$ cat src/rtl/core/aarc_pkg.sv
// ----------------------------------------------------------------------------
// ADC auto-range controller package
// Shared widths, register indexes, action codes and the command and status
// bundles that pass between the controller and the datapath.
// ----------------------------------------------------------------------------
package aarc_pkg;

  // Number of gain steps of the amplifier (2 to 16).
  localparam int GAIN_STEPS = 16;
  localparam int GAIN_W     = (GAIN_STEPS > 2) ? $clog2(GAIN_STEPS) : 1;
  // The search counter must hold GAIN_STEPS itself.
  localparam int CNT_W      = $clog2(GAIN_STEPS + 1);

  localparam int SMP_W      = 8;
  localparam int OFS_W      = 12;
  localparam int ACT_W      = 2;
  localparam int PROD_W     = SMP_W + CNT_W;

  // Configuration port.
  localparam int CFG_ADDR_W = 3;
  localparam int CFG_DATA_W = 12;

  localparam logic [CFG_ADDR_W-1:0] REG_CLIP_HIGH   = 3'd0;
  localparam logic [CFG_ADDR_W-1:0] REG_CLIP_LOW    = 3'd1;
  localparam logic [CFG_ADDR_W-1:0] REG_CENTER_TOL  = 3'd2;
  localparam logic [CFG_ADDR_W-1:0] REG_SPAN_TARGET = 3'd3;
  localparam logic [CFG_ADDR_W-1:0] REG_OFFSET_HOME = 3'd4;

  // Reset values.
  localparam logic [SMP_W-1:0] CLIP_HIGH_RST   = 8'd250;
  localparam logic [SMP_W-1:0] CLIP_LOW_RST    = 8'd5;
  localparam logic [SMP_W-1:0] CENTER_TOL_RST  = 8'd5;
  localparam logic [SMP_W-1:0] SPAN_TARGET_RST = 8'd245;
  localparam logic [OFS_W-1:0] OFFSET_HOME_RST = 12'd2047;
  localparam logic [OFS_W-1:0] OFFSET_MAX      = 12'd4095;

  // Ideal max plus min of a centered block.
  localparam logic [SMP_W:0] CENTER_SUM = 9'd254;

  // Action codes reported with each result.
  localparam logic [ACT_W-1:0] ACT_GAIN   = 2'd0;
  localparam logic [ACT_W-1:0] ACT_CLIP   = 2'd1;
  localparam logic [ACT_W-1:0] ACT_OFFSET = 2'd2;

  // Commands from the controller to the datapath.
  typedef struct packed {
    logic take_sample;  // accumulate the sample on the input channel
    logic decide;       // judge the finished block
    logic search_step;  // one step of the gain search
    logic publish;      // load the output register and start a new block
  } aarc_cmd_t;

  // Status from the datapath to the controller.
  typedef struct packed {
    logic search_needed;  // block is neither clipped nor off center
    logic search_done;    // gain search has found its stopping point
    logic out_free;       // output register can take a new result
  } aarc_sts_t;

endpackage

$ cat src/rtl/core/aarc_ctrl.sv
// ----------------------------------------------------------------------------
// ADC auto-range controller sequencer
// One-hot state machine that collects a block, runs the decision and the
// gain search, and hands the result to the output register.
// ----------------------------------------------------------------------------
module aarc_ctrl
  import aarc_pkg::*;
(
  input  logic      clk,
  input  logic      rst_n,
  input  logic      in_tvalid,
  input  logic      in_tlast,
  output logic      in_tready,
  input  aarc_sts_t sts,
  output aarc_cmd_t cmd
);

  typedef enum logic [3:0] {
    S_ACC  = 4'b0001,
    S_DEC  = 4'b0010,
    S_SRCH = 4'b0100,
    S_PUB  = 4'b1000
  } state_t;

  state_t state_r, state_nxt;

  // Samples are taken only while a block is being collected.
  assign in_tready = (state_r == S_ACC);

  // Next state and commands.
  always_comb begin
    state_nxt       = state_r;
    cmd             = '0;
    cmd.take_sample = (state_r == S_ACC) && in_tvalid;
    case (state_r)
      S_ACC: begin
        if (in_tvalid && in_tlast) begin
          state_nxt = S_DEC;
        end
      end
      S_DEC: begin
        cmd.decide = 1'b1;
        state_nxt  = sts.search_needed ? S_SRCH : S_PUB;
      end
      S_SRCH: begin
        if (sts.search_done) begin
          state_nxt = S_PUB;
        end else begin
          cmd.search_step = 1'b1;
        end
      end
      S_PUB: begin
        if (sts.out_free) begin
          cmd.publish = 1'b1;
          state_nxt   = S_ACC;
        end
      end
      default: begin
        state_nxt = S_ACC;
      end
    endcase
  end

  // State register.
  always_ff @(posedge clk) begin
    if (!rst_n) begin
      state_r <= S_ACC;
    end else begin
      state_r <= state_nxt;
    end
  end

endmodule

$ cat src/rtl/core/aarc_dp.sv
// ----------------------------------------------------------------------------
// ADC auto-range controller datapath
// Configuration registers, block max and min tracking, clip and centering
// decision, iterative gain search and the output register.
// ----------------------------------------------------------------------------
module aarc_dp
  import aarc_pkg::*;
(
  input  logic                  clk,
  input  logic                  rst_n,
  input  logic                  cfg_we,
  input  logic [CFG_ADDR_W-1:0] cfg_addr,
  input  logic [CFG_DATA_W-1:0] cfg_wdata,
  input  logic [SMP_W-1:0]      sample,
  input  aarc_cmd_t             cmd,
  output aarc_sts_t             sts,
  input  logic                  out_tready,
  output logic                  out_tvalid,
  output logic [31:0]           out_tdata,
  output logic [ACT_W-1:0]      out_tuser
);

  // Configuration registers.
  logic [SMP_W-1:0] clip_high_r, clip_low_r, center_tol_r, span_target_r;
  logic [OFS_W-1:0] offset_home_r;

  // Block and setting state.
  logic [SMP_W-1:0]  max_r, min_r;
  logic              started_r;
  logic [OFS_W-1:0]  offset_r;
  logic [GAIN_W-1:0] gain_r;
  logic [ACT_W-1:0]  act_r;
  logic [CNT_W-1:0]  step_r;
  logic [PROD_W-1:0] limit_r;

  // Output register.
  logic              out_valid_r;
  logic [OFS_W-1:0]  out_offset_r;
  logic [GAIN_W-1:0] out_gain_r;
  logic [SMP_W-1:0]  out_max_r, out_min_r;
  logic [ACT_W-1:0]  out_act_r;

  // Decision logic.
  logic              clip_hit;
  logic [SMP_W:0]    sum;
  logic [SMP_W:0]    center_err;
  logic              off_center;
  logic signed [14:0] offset_new;
  logic [OFS_W-1:0]  offset_sat;
  logic [SMP_W-1:0]  span;
  logic [PROD_W-1:0] limit_nxt;
  logic [PROD_W-1:0] step_prod;
  logic [CNT_W-1:0]  step_plus1;

  assign clip_hit   = (max_r > clip_high_r) || (min_r < clip_low_r);
  assign sum        = {1'b0, max_r} + {1'b0, min_r};
  assign center_err = (sum > CENTER_SUM) ? (sum - CENTER_SUM) : (CENTER_SUM - sum);
  assign off_center = center_err > {1'b0, center_tol_r};

  // New offset is offset - 2*(sum - 254), saturated to the DAC range.
  assign offset_new = $signed({3'b000, offset_r}) - $signed({5'b00000, sum, 1'b0})
                    + 15'sd508;
  always_comb begin
    if (offset_new < 15'sd0) begin
      offset_sat = '0;
    end else if (offset_new > $signed({3'b000, OFFSET_MAX})) begin
      offset_sat = OFFSET_MAX;
    end else begin
      offset_sat = offset_new[OFS_W-1:0];
    end
  end

  // Gain search: step i is allowed while (i+1)*span <= target*(g0+1).
  // Both products are formed at the full product width.
  assign span       = max_r - min_r;
  assign limit_nxt  = PROD_W'(span_target_r)
                    * PROD_W'({{(CNT_W-GAIN_W){1'b0}}, gain_r} + CNT_W'(1));
  assign step_plus1 = step_r + CNT_W'(1);
  assign step_prod  = PROD_W'(step_plus1) * PROD_W'(span);

  assign sts.search_needed = !clip_hit && !off_center;
  assign sts.search_done   = (step_r >= CNT_W'(GAIN_STEPS)) || (step_prod > limit_r);
  assign sts.out_free      = !out_valid_r || out_tready;

  // Configuration writes.
  always_ff @(posedge clk) begin
    if (!rst_n) begin
      clip_high_r   <= CLIP_HIGH_RST;
      clip_low_r    <= CLIP_LOW_RST;
      center_tol_r  <= CENTER_TOL_RST;
      span_target_r <= SPAN_TARGET_RST;
      offset_home_r <= OFFSET_HOME_RST;
    end else if (cfg_we) begin
      case (cfg_addr)
        REG_CLIP_HIGH:   clip_high_r   <= cfg_wdata[SMP_W-1:0];
        REG_CLIP_LOW:    clip_low_r    <= cfg_wdata[SMP_W-1:0];
        REG_CENTER_TOL:  center_tol_r  <= cfg_wdata[SMP_W-1:0];
        REG_SPAN_TARGET: span_target_r <= cfg_wdata[SMP_W-1:0];
        REG_OFFSET_HOME: offset_home_r <= cfg_wdata[OFS_W-1:0];
        default: ;
      endcase
    end
  end

  // Block tracking, decision and search.
  always_ff @(posedge clk) begin
    if (!rst_n) begin
      max_r     <= '0;
      min_r     <= '1;
      started_r <= 1'b0;
      offset_r  <= OFFSET_HOME_RST;
      gain_r    <= '0;
      act_r     <= ACT_GAIN;
    end else begin
      if (cmd.take_sample) begin
        started_r <= 1'b1;
        if (!started_r) begin
          max_r <= sample;
          min_r <= sample;
        end else begin
          if (sample > max_r) max_r <= sample;
          if (sample < min_r) min_r <= sample;
        end
      end
      if (cmd.decide) begin
        if (clip_hit) begin
          offset_r <= offset_home_r;
          gain_r   <= '0;
          act_r    <= ACT_CLIP;
        end else if (off_center) begin
          offset_r <= offset_sat;
          act_r    <= ACT_OFFSET;
        end else begin
          act_r    <= ACT_GAIN;
        end
      end
      if (cmd.search_step) begin
        gain_r <= step_r[GAIN_W-1:0];
      end
      if (cmd.publish) begin
        max_r     <= '0;
        min_r     <= '1;
        started_r <= 1'b0;
      end
    end
  end

  // Search counter and span limit need no reset.
  always_ff @(posedge clk) begin
    if (cmd.decide) begin
      step_r  <= {{(CNT_W-GAIN_W){1'b0}}, gain_r} + CNT_W'(1);
      limit_r <= limit_nxt;
    end else if (cmd.search_step) begin
      step_r  <= step_plus1;
    end
  end

  // Output register.
  always_ff @(posedge clk) begin
    if (!rst_n) begin
      out_valid_r <= 1'b0;
    end else if (cmd.publish) begin
      out_valid_r <= 1'b1;
    end else if (out_tready) begin
      out_valid_r <= 1'b0;
    end
  end

  always_ff @(posedge clk) begin
    if (cmd.publish) begin
      out_offset_r <= offset_r;
      out_gain_r   <= gain_r;
      out_max_r    <= max_r;
      out_min_r    <= min_r;
      out_act_r    <= act_r;
    end
  end

  assign out_tvalid = out_valid_r;
  assign out_tdata  = {out_min_r, out_max_r, 4'(out_gain_r), out_offset_r};
  assign out_tuser  = out_act_r;

endmodule

$ cat src/rtl/core/adc_auto_range_controller_unit.sv
// ----------------------------------------------------------------------------
// ADC auto-range controller
// Tracks each block's max and min and adjusts offset and gain at block end.
// ----------------------------------------------------------------------------
// Usage:
// Samples enter on the in_ stream, one per cycle while in_tready is high,
// with in_tlast on the final sample of a block. After the final sample,
// in_tready drops while the block is judged: first the clip and centering
// decision, then, when neither applies, a gain search that tries one gain
// step at a time, then the load of the output register. The next sample is
// taken only after that load.
// One result per block leaves on the out_ stream from a registered output.
// When the receiver stalls, the result is held and the block finishing next
// waits at its publish step; its samples were accepted, but no new ones are.
// Reset (rst_n, synchronous) restores the register defaults, sets the offset
// to its home code and the gain to zero, and empties the output register.
// The user makes configuration writes on cfg_ while the block is idle, unenforced.
// ----------------------------------------------------------------------------
module adc_auto_range_controller_unit
  import aarc_pkg::*;
(
  input  logic                  clk,
  input  logic                  rst_n,
  // Configuration write port.
  input  logic                  cfg_we,
  input  logic [CFG_ADDR_W-1:0] cfg_addr,
  input  logic [CFG_DATA_W-1:0] cfg_wdata,
  // Sample stream.
  input  logic                  in_tvalid,
  output logic                  in_tready,
  input  logic [7:0]            in_tdata,   // [7:0] sample
  input  logic                  in_tlast,   // last_in_block
  // Result stream.
  output logic                  out_tvalid,
  input  logic                  out_tready,
  output logic [31:0]           out_tdata,  // [11:0] offset_code, [15:12] gain_code,
                                            // [23:16] block_max, [31:24] block_min
  output logic [ACT_W-1:0]      out_tuser   // [1:0] action
);

  aarc_cmd_t cmd;
  aarc_sts_t sts;

  // Sequencer.
  aarc_ctrl u_ctrl (
    .clk       (clk),
    .rst_n     (rst_n),
    .in_tvalid (in_tvalid),
    .in_tlast  (in_tlast),
    .in_tready (in_tready),
    .sts       (sts),
    .cmd       (cmd)
  );

  // Datapath.
  aarc_dp u_dp (
    .clk        (clk),
    .rst_n      (rst_n),
    .cfg_we     (cfg_we),
    .cfg_addr   (cfg_addr),
    .cfg_wdata  (cfg_wdata),
    .sample     (in_tdata[SMP_W-1:0]),
    .cmd        (cmd),
    .sts        (sts),
    .out_tready (out_tready),
    .out_tvalid (out_tvalid),
    .out_tdata  (out_tdata),
    .out_tuser  (out_tuser)
  );

`ifndef SYNTH
  // A block end stops sample intake while the decision runs.
  a_last_stalls_input: assert property (@(posedge clk) disable iff (!rst_n)
    (in_tvalid && in_tready && in_tlast) |=> !in_tready)
    else $error("sample accepted right after a block end");

  // A clip result always reports gain zero.
  a_clip_gain_zero: assert property (@(posedge clk) disable iff (!rst_n)
    (out_tvalid && (out_tuser == ACT_CLIP)) |-> (out_tdata[15:12] == 4'd0))
    else $error("clip result with nonzero gain");

  // Every block holds at least one sample, so its max is not below its min.
  a_max_ge_min: assert property (@(posedge clk) disable iff (!rst_n)
    out_tvalid |-> (out_tdata[23:16] >= out_tdata[31:24]))
    else $error("block max below block min");

  // Only defined action codes are reported.
  a_action_known: assert property (@(posedge clk) disable iff (!rst_n)
    out_tvalid |-> ((out_tuser == ACT_GAIN) || (out_tuser == ACT_CLIP)
                    || (out_tuser == ACT_OFFSET)))
    else $error("undefined action code");
`endif

endmodule
$ cat config.mk
export PLATFORM = sky130hd
export DESIGN_NAME = adc_auto_range_controller_unit
export DESIGN_NICKNAME = d
export VERILOG_FILES = /design/src/rtl/core/aarc_pkg.sv /design/src/rtl/core/aarc_ctrl.sv /design/src/rtl/core/aarc_dp.sv /design/src/rtl/core/adc_auto_range_controller_unit.sv
export SDC_FILE = /design/constraint.sdc
export NUM_CORES = 1
export LEC_CHECK = 0
export BUFFER_PORTS_ARGS = -buffer_cell sky130_fd_sc_hd__buf_4
export CORE_UTILIZATION = 60
export DETAILED_ROUTE_END_ITERATION = 6
export PLACE_DENSITY = 0.82
export SLEW_MARGIN = 0
export SYNTH_ARGS = -nofsm -noshare
export SYNTH_HDL_FRONTEND = slang
export SYNTH_SLANG_ARGS = --single-unit
$ cat constraint.sdc
create_clock -name clk -period 18.8 [get_ports clk]
set_input_delay 2.82 -clock clk [delete_from_list [all_inputs] [get_ports clk]]
set_output_delay 2.82 -clock clk [all_outputs]
set_load 0.05 [all_outputs]
==> flow_metrics.py <==
metrics = {
    "logic_synthesis": {
        "synthMuxAreaShare": 0.0187,
        "synth_top_area_cell": "dfxtp_1",
        "yosysSeqAreaShare": 0.319,
        "synth_top_cell_area_share": 0.165,
        "synth_edf_count": 52,
        "syn_avg_cell_area_um2": 8.91,
        "ys_warn_count": 0,
        "synthFlopType": "dfxtp_1",
        "synth.distinct_cells": 72,
        "synth_area_um2": 10200,
        "synth_compound_area_frac": 0.145,
        "synthTopCellsByCount": "141 x nand2_1, 133 x inv_1, 124 x ha_1",
        "syn_nets": 1335,
        "syn_inst": 1143,
        "yosysMostFrequentCell": "nand2_1",
        "ys_async_sr_fraction": 0,
        "ys_ff_latch": 136,
        "synth_top_family_by_area": "adder cells",
        "synth.area.top_cells": "dfxtp_1 17%, edfxtp_1 15%, ha_1 15%",
        "synth_adder_area_share": 0.231,
        "synth_xor_area_frac": 0.0473,
        "synthSimpleGateAreaFrac": 0.179,
    },
    "finish": {
        "fin_util": 0.689,
        "ff_latch_area_um2": 3240,
        "fillers": 1288,
        "multiInputGateArea_um2": 6330,
        "final_area_um2": 11400,
        "diodes": 0,
        "syn_to_final_growth_pct": 12.2,
        "nNetsFinal": 1397,
        "layout-drive-gt1-share": 0.102,
    },
    "status": {
        "run_status": "finished clean",
    },
    "setup_path": {
        "critPathMaxFanout": 9,
        "crit_path_start_kind": "flip-flop",
        "r2r_cells": 27,
        "ff2ff_setup_slack_ns": 11.80,
        "worst-setup-path-type": "flip-flop to flip-flop",
        "crit_top_cell": "inv_1",
        "critPathCaptureType": "flip-flop",
        "rr_endpoint": "u_dp.step_r[3]",
        "critPathBufInv": 4,
        "max_stage_delay_ns": 0.60,
        "r2r_start": "u_dp.min_r[1]",
        "worstPathRequired_ns": 18.91,
        "cp.arrival_ns": 7.11,
        "crit_path_top_delay_cell": "nor4_1",
        "cpLargestDelayFamily": "adder cells",
        "worstSetupStartpoint": "u_dp.min_r[1]",
    },
    "clock_network": {
        "postCtsSetupRepairBufs": 0,
        "cts.sinks": 136,
        "cts_made_buffers": 17,
        "hold_buffers": 0,
        "cts_resized": 0,
        "clk_pin_slew_ns": 0.06,
        "clockRootBuffer": "clkbuf_16",
        "clockBufferDepth": 2,
        "clkLatencyLatePin_ns": 0.43,
        "cts_tree": "yes",
        "htreeDepth": 4,
    },
    "power": {
        "power_switching_mw": 0.616,
        "seq_power_share": 0.235,
        "p_int_mw": 0.819,
        "clockPowerShare": 0.219,
        "ir_worst_vdd_mv": 0.0721,
        "powerDensity_nw_per_um2": 126,
        "p_leak_nw": 5.31,
        "p_sw_frac": 0.430,
        "comb_power_share": 0.547,
    },
    "sta": {
        "post-route-period-util": 0.372,
        "period_minus_slack_ns": 7.00,
        "setup_slack_ns": 11.80,
        "skew_ns": 0.00948,
        "fin_tns_setup_ns": 0,
        "timing.fmax_mhz": 143,
        "final_hold_viol_count": 0,
        "setup_viol": 0,
        "finalMaxSlewViolations": 0,
        "worst_pin_slew_ns": 1.19,
        "whs_ns": 0.439,
        "relSlewSlack": 0.209,
        "rsz0062_at_grt": "false",
    },
    "placed_design": {
        "pre_cts_slack_ns": 11.89,
        "io_buffer_count": 64,
        "place.gp.congestion": 0.902,
        "dp_hpwl_um": 18900,
        "dpl_cell_area_um2": 10900,
    },
    "global_route": {
        "grt_max_degree": 36,
        "antenna_found_initial": 0,
        "gr-total-overflow": 0,
        "first_global_vias": 8075,
        "grt_usage": 0.300,
        "grt_pass1_wl_um": 41100,
    },
    "routing": {
        "drc": 0,
        "via_count": 8353,
        "ant_nets": 0,
        "vias_per_cell": 5.81,
        "drt_pass1_iterations": 5,
        "drt_iter0_drc": 753,
        "wirelength_um": 25200,
        "wire_per_inst_um": 17.5,
    },
    "die": {
        "io-pin-count": 65,
        "fp.dieH_um": 132,
        "die_x_um": 132,
        "rows": 47,
        "start_util": 0.614,
        "dieArea_um2": 17500,
        "core_area_um2": 16600,
    },
    "hold_path": {
        "holdCritStartpoint": "u_dp.act_r[0]",
        "hp-class": "flip-flop to flip-flop",
        "hold_depth": 0,
        "hold_end": "u_dp.out_tuser[0]",
    },
    "job": {
        "cap_viol_max_count": 0,
    },
}
[per-stage QoR]
stage / total power, mW / instances
global route: 1.54 / 1438
global placement: 1.07 / 1406
finish: 1.44 / 1438
floorplan: 0.935 / 1143
CTS: 1.43 / 1438
detailed placement: 1.10 / 1406
[state kept, by name, summed over array words and instances, names as in the netlist, 12 cells and up]
register / flops
u_dp.limit_r: 13
u_dp.out_offset_r: 12
u_dp.offset_r: 12
u_dp.offset_home_r: 12
[cell usage in the layout, fill, tap and decap left out, types with 28 or more instances in the layout]
master / instances
a21o_1: 28
a21oi_1: 86
buf_4: 69
dfxtp_1: 84
edfxtp_1: 52
fa_1: 39
ha_1: 124
inv_1: 133
nand2_1: 141
nand3_1: 42
nor2_1: 78
xnor2_1: 40
[power groups by stage]
stage                     Sequential [mW]  Combinational, mW  Clock (mW)
after floorplan                     0.345              0.591           0
after global placement              0.342              0.732           0
after detailed placement            0.342              0.757           0
after CTS                           0.336              0.773       0.316
after global routing                0.338              0.871       0.329
final                               0.337              0.784       0.314
[worst max path at each step]
stage | to | slack, ns | cells after the start
floorplan | u_dp.step_r[0] | 12.77 | 27
global placement | u_dp.step_r[0] | 12.24 | 27
detailed placement | u_dp.step_r[0] | 11.89 | 27
CTS | u_dp.step_r[3] | 11.87 | 27
global route | u_dp.step_r[0] | 11.31 | 27
finish | u_dp.step_r[3] | 11.80 | 27
[cell families after synthesis]
group,count (synthesis)
simple gates,382
compound gates,224
fa+ha+maj,165
buf+inv,162
flops,136
xor+xnor,55
mux,19
[layout make-up]
type,count,share of cell area
Multi-Input combinational cell,845,0.554
Sequential cell,136,0.284
Timing Repair Buffer,69,0.0454
Inverter,136,0.0447
Clock buffer,20,0.0401
Tap cell,220,0.0241
Clock inverter,12,0.00778
[layer usage]
| layer | up-vias | global-route usage | wire length [um] |
|---|---|---|---|
| met4 | 0 | 0.122 | 770 |
| li1 | 4025 | - | - |
| met3 | 59 | 0.0415 | 1530 |
| met2 | 312 | 0.501 | 12100 |
| met5 | - | 0 | 0 |
| met1 | 3957 | 0.394 | 10800 |
No activity file was read; power rests on OpenSTA's default activity.
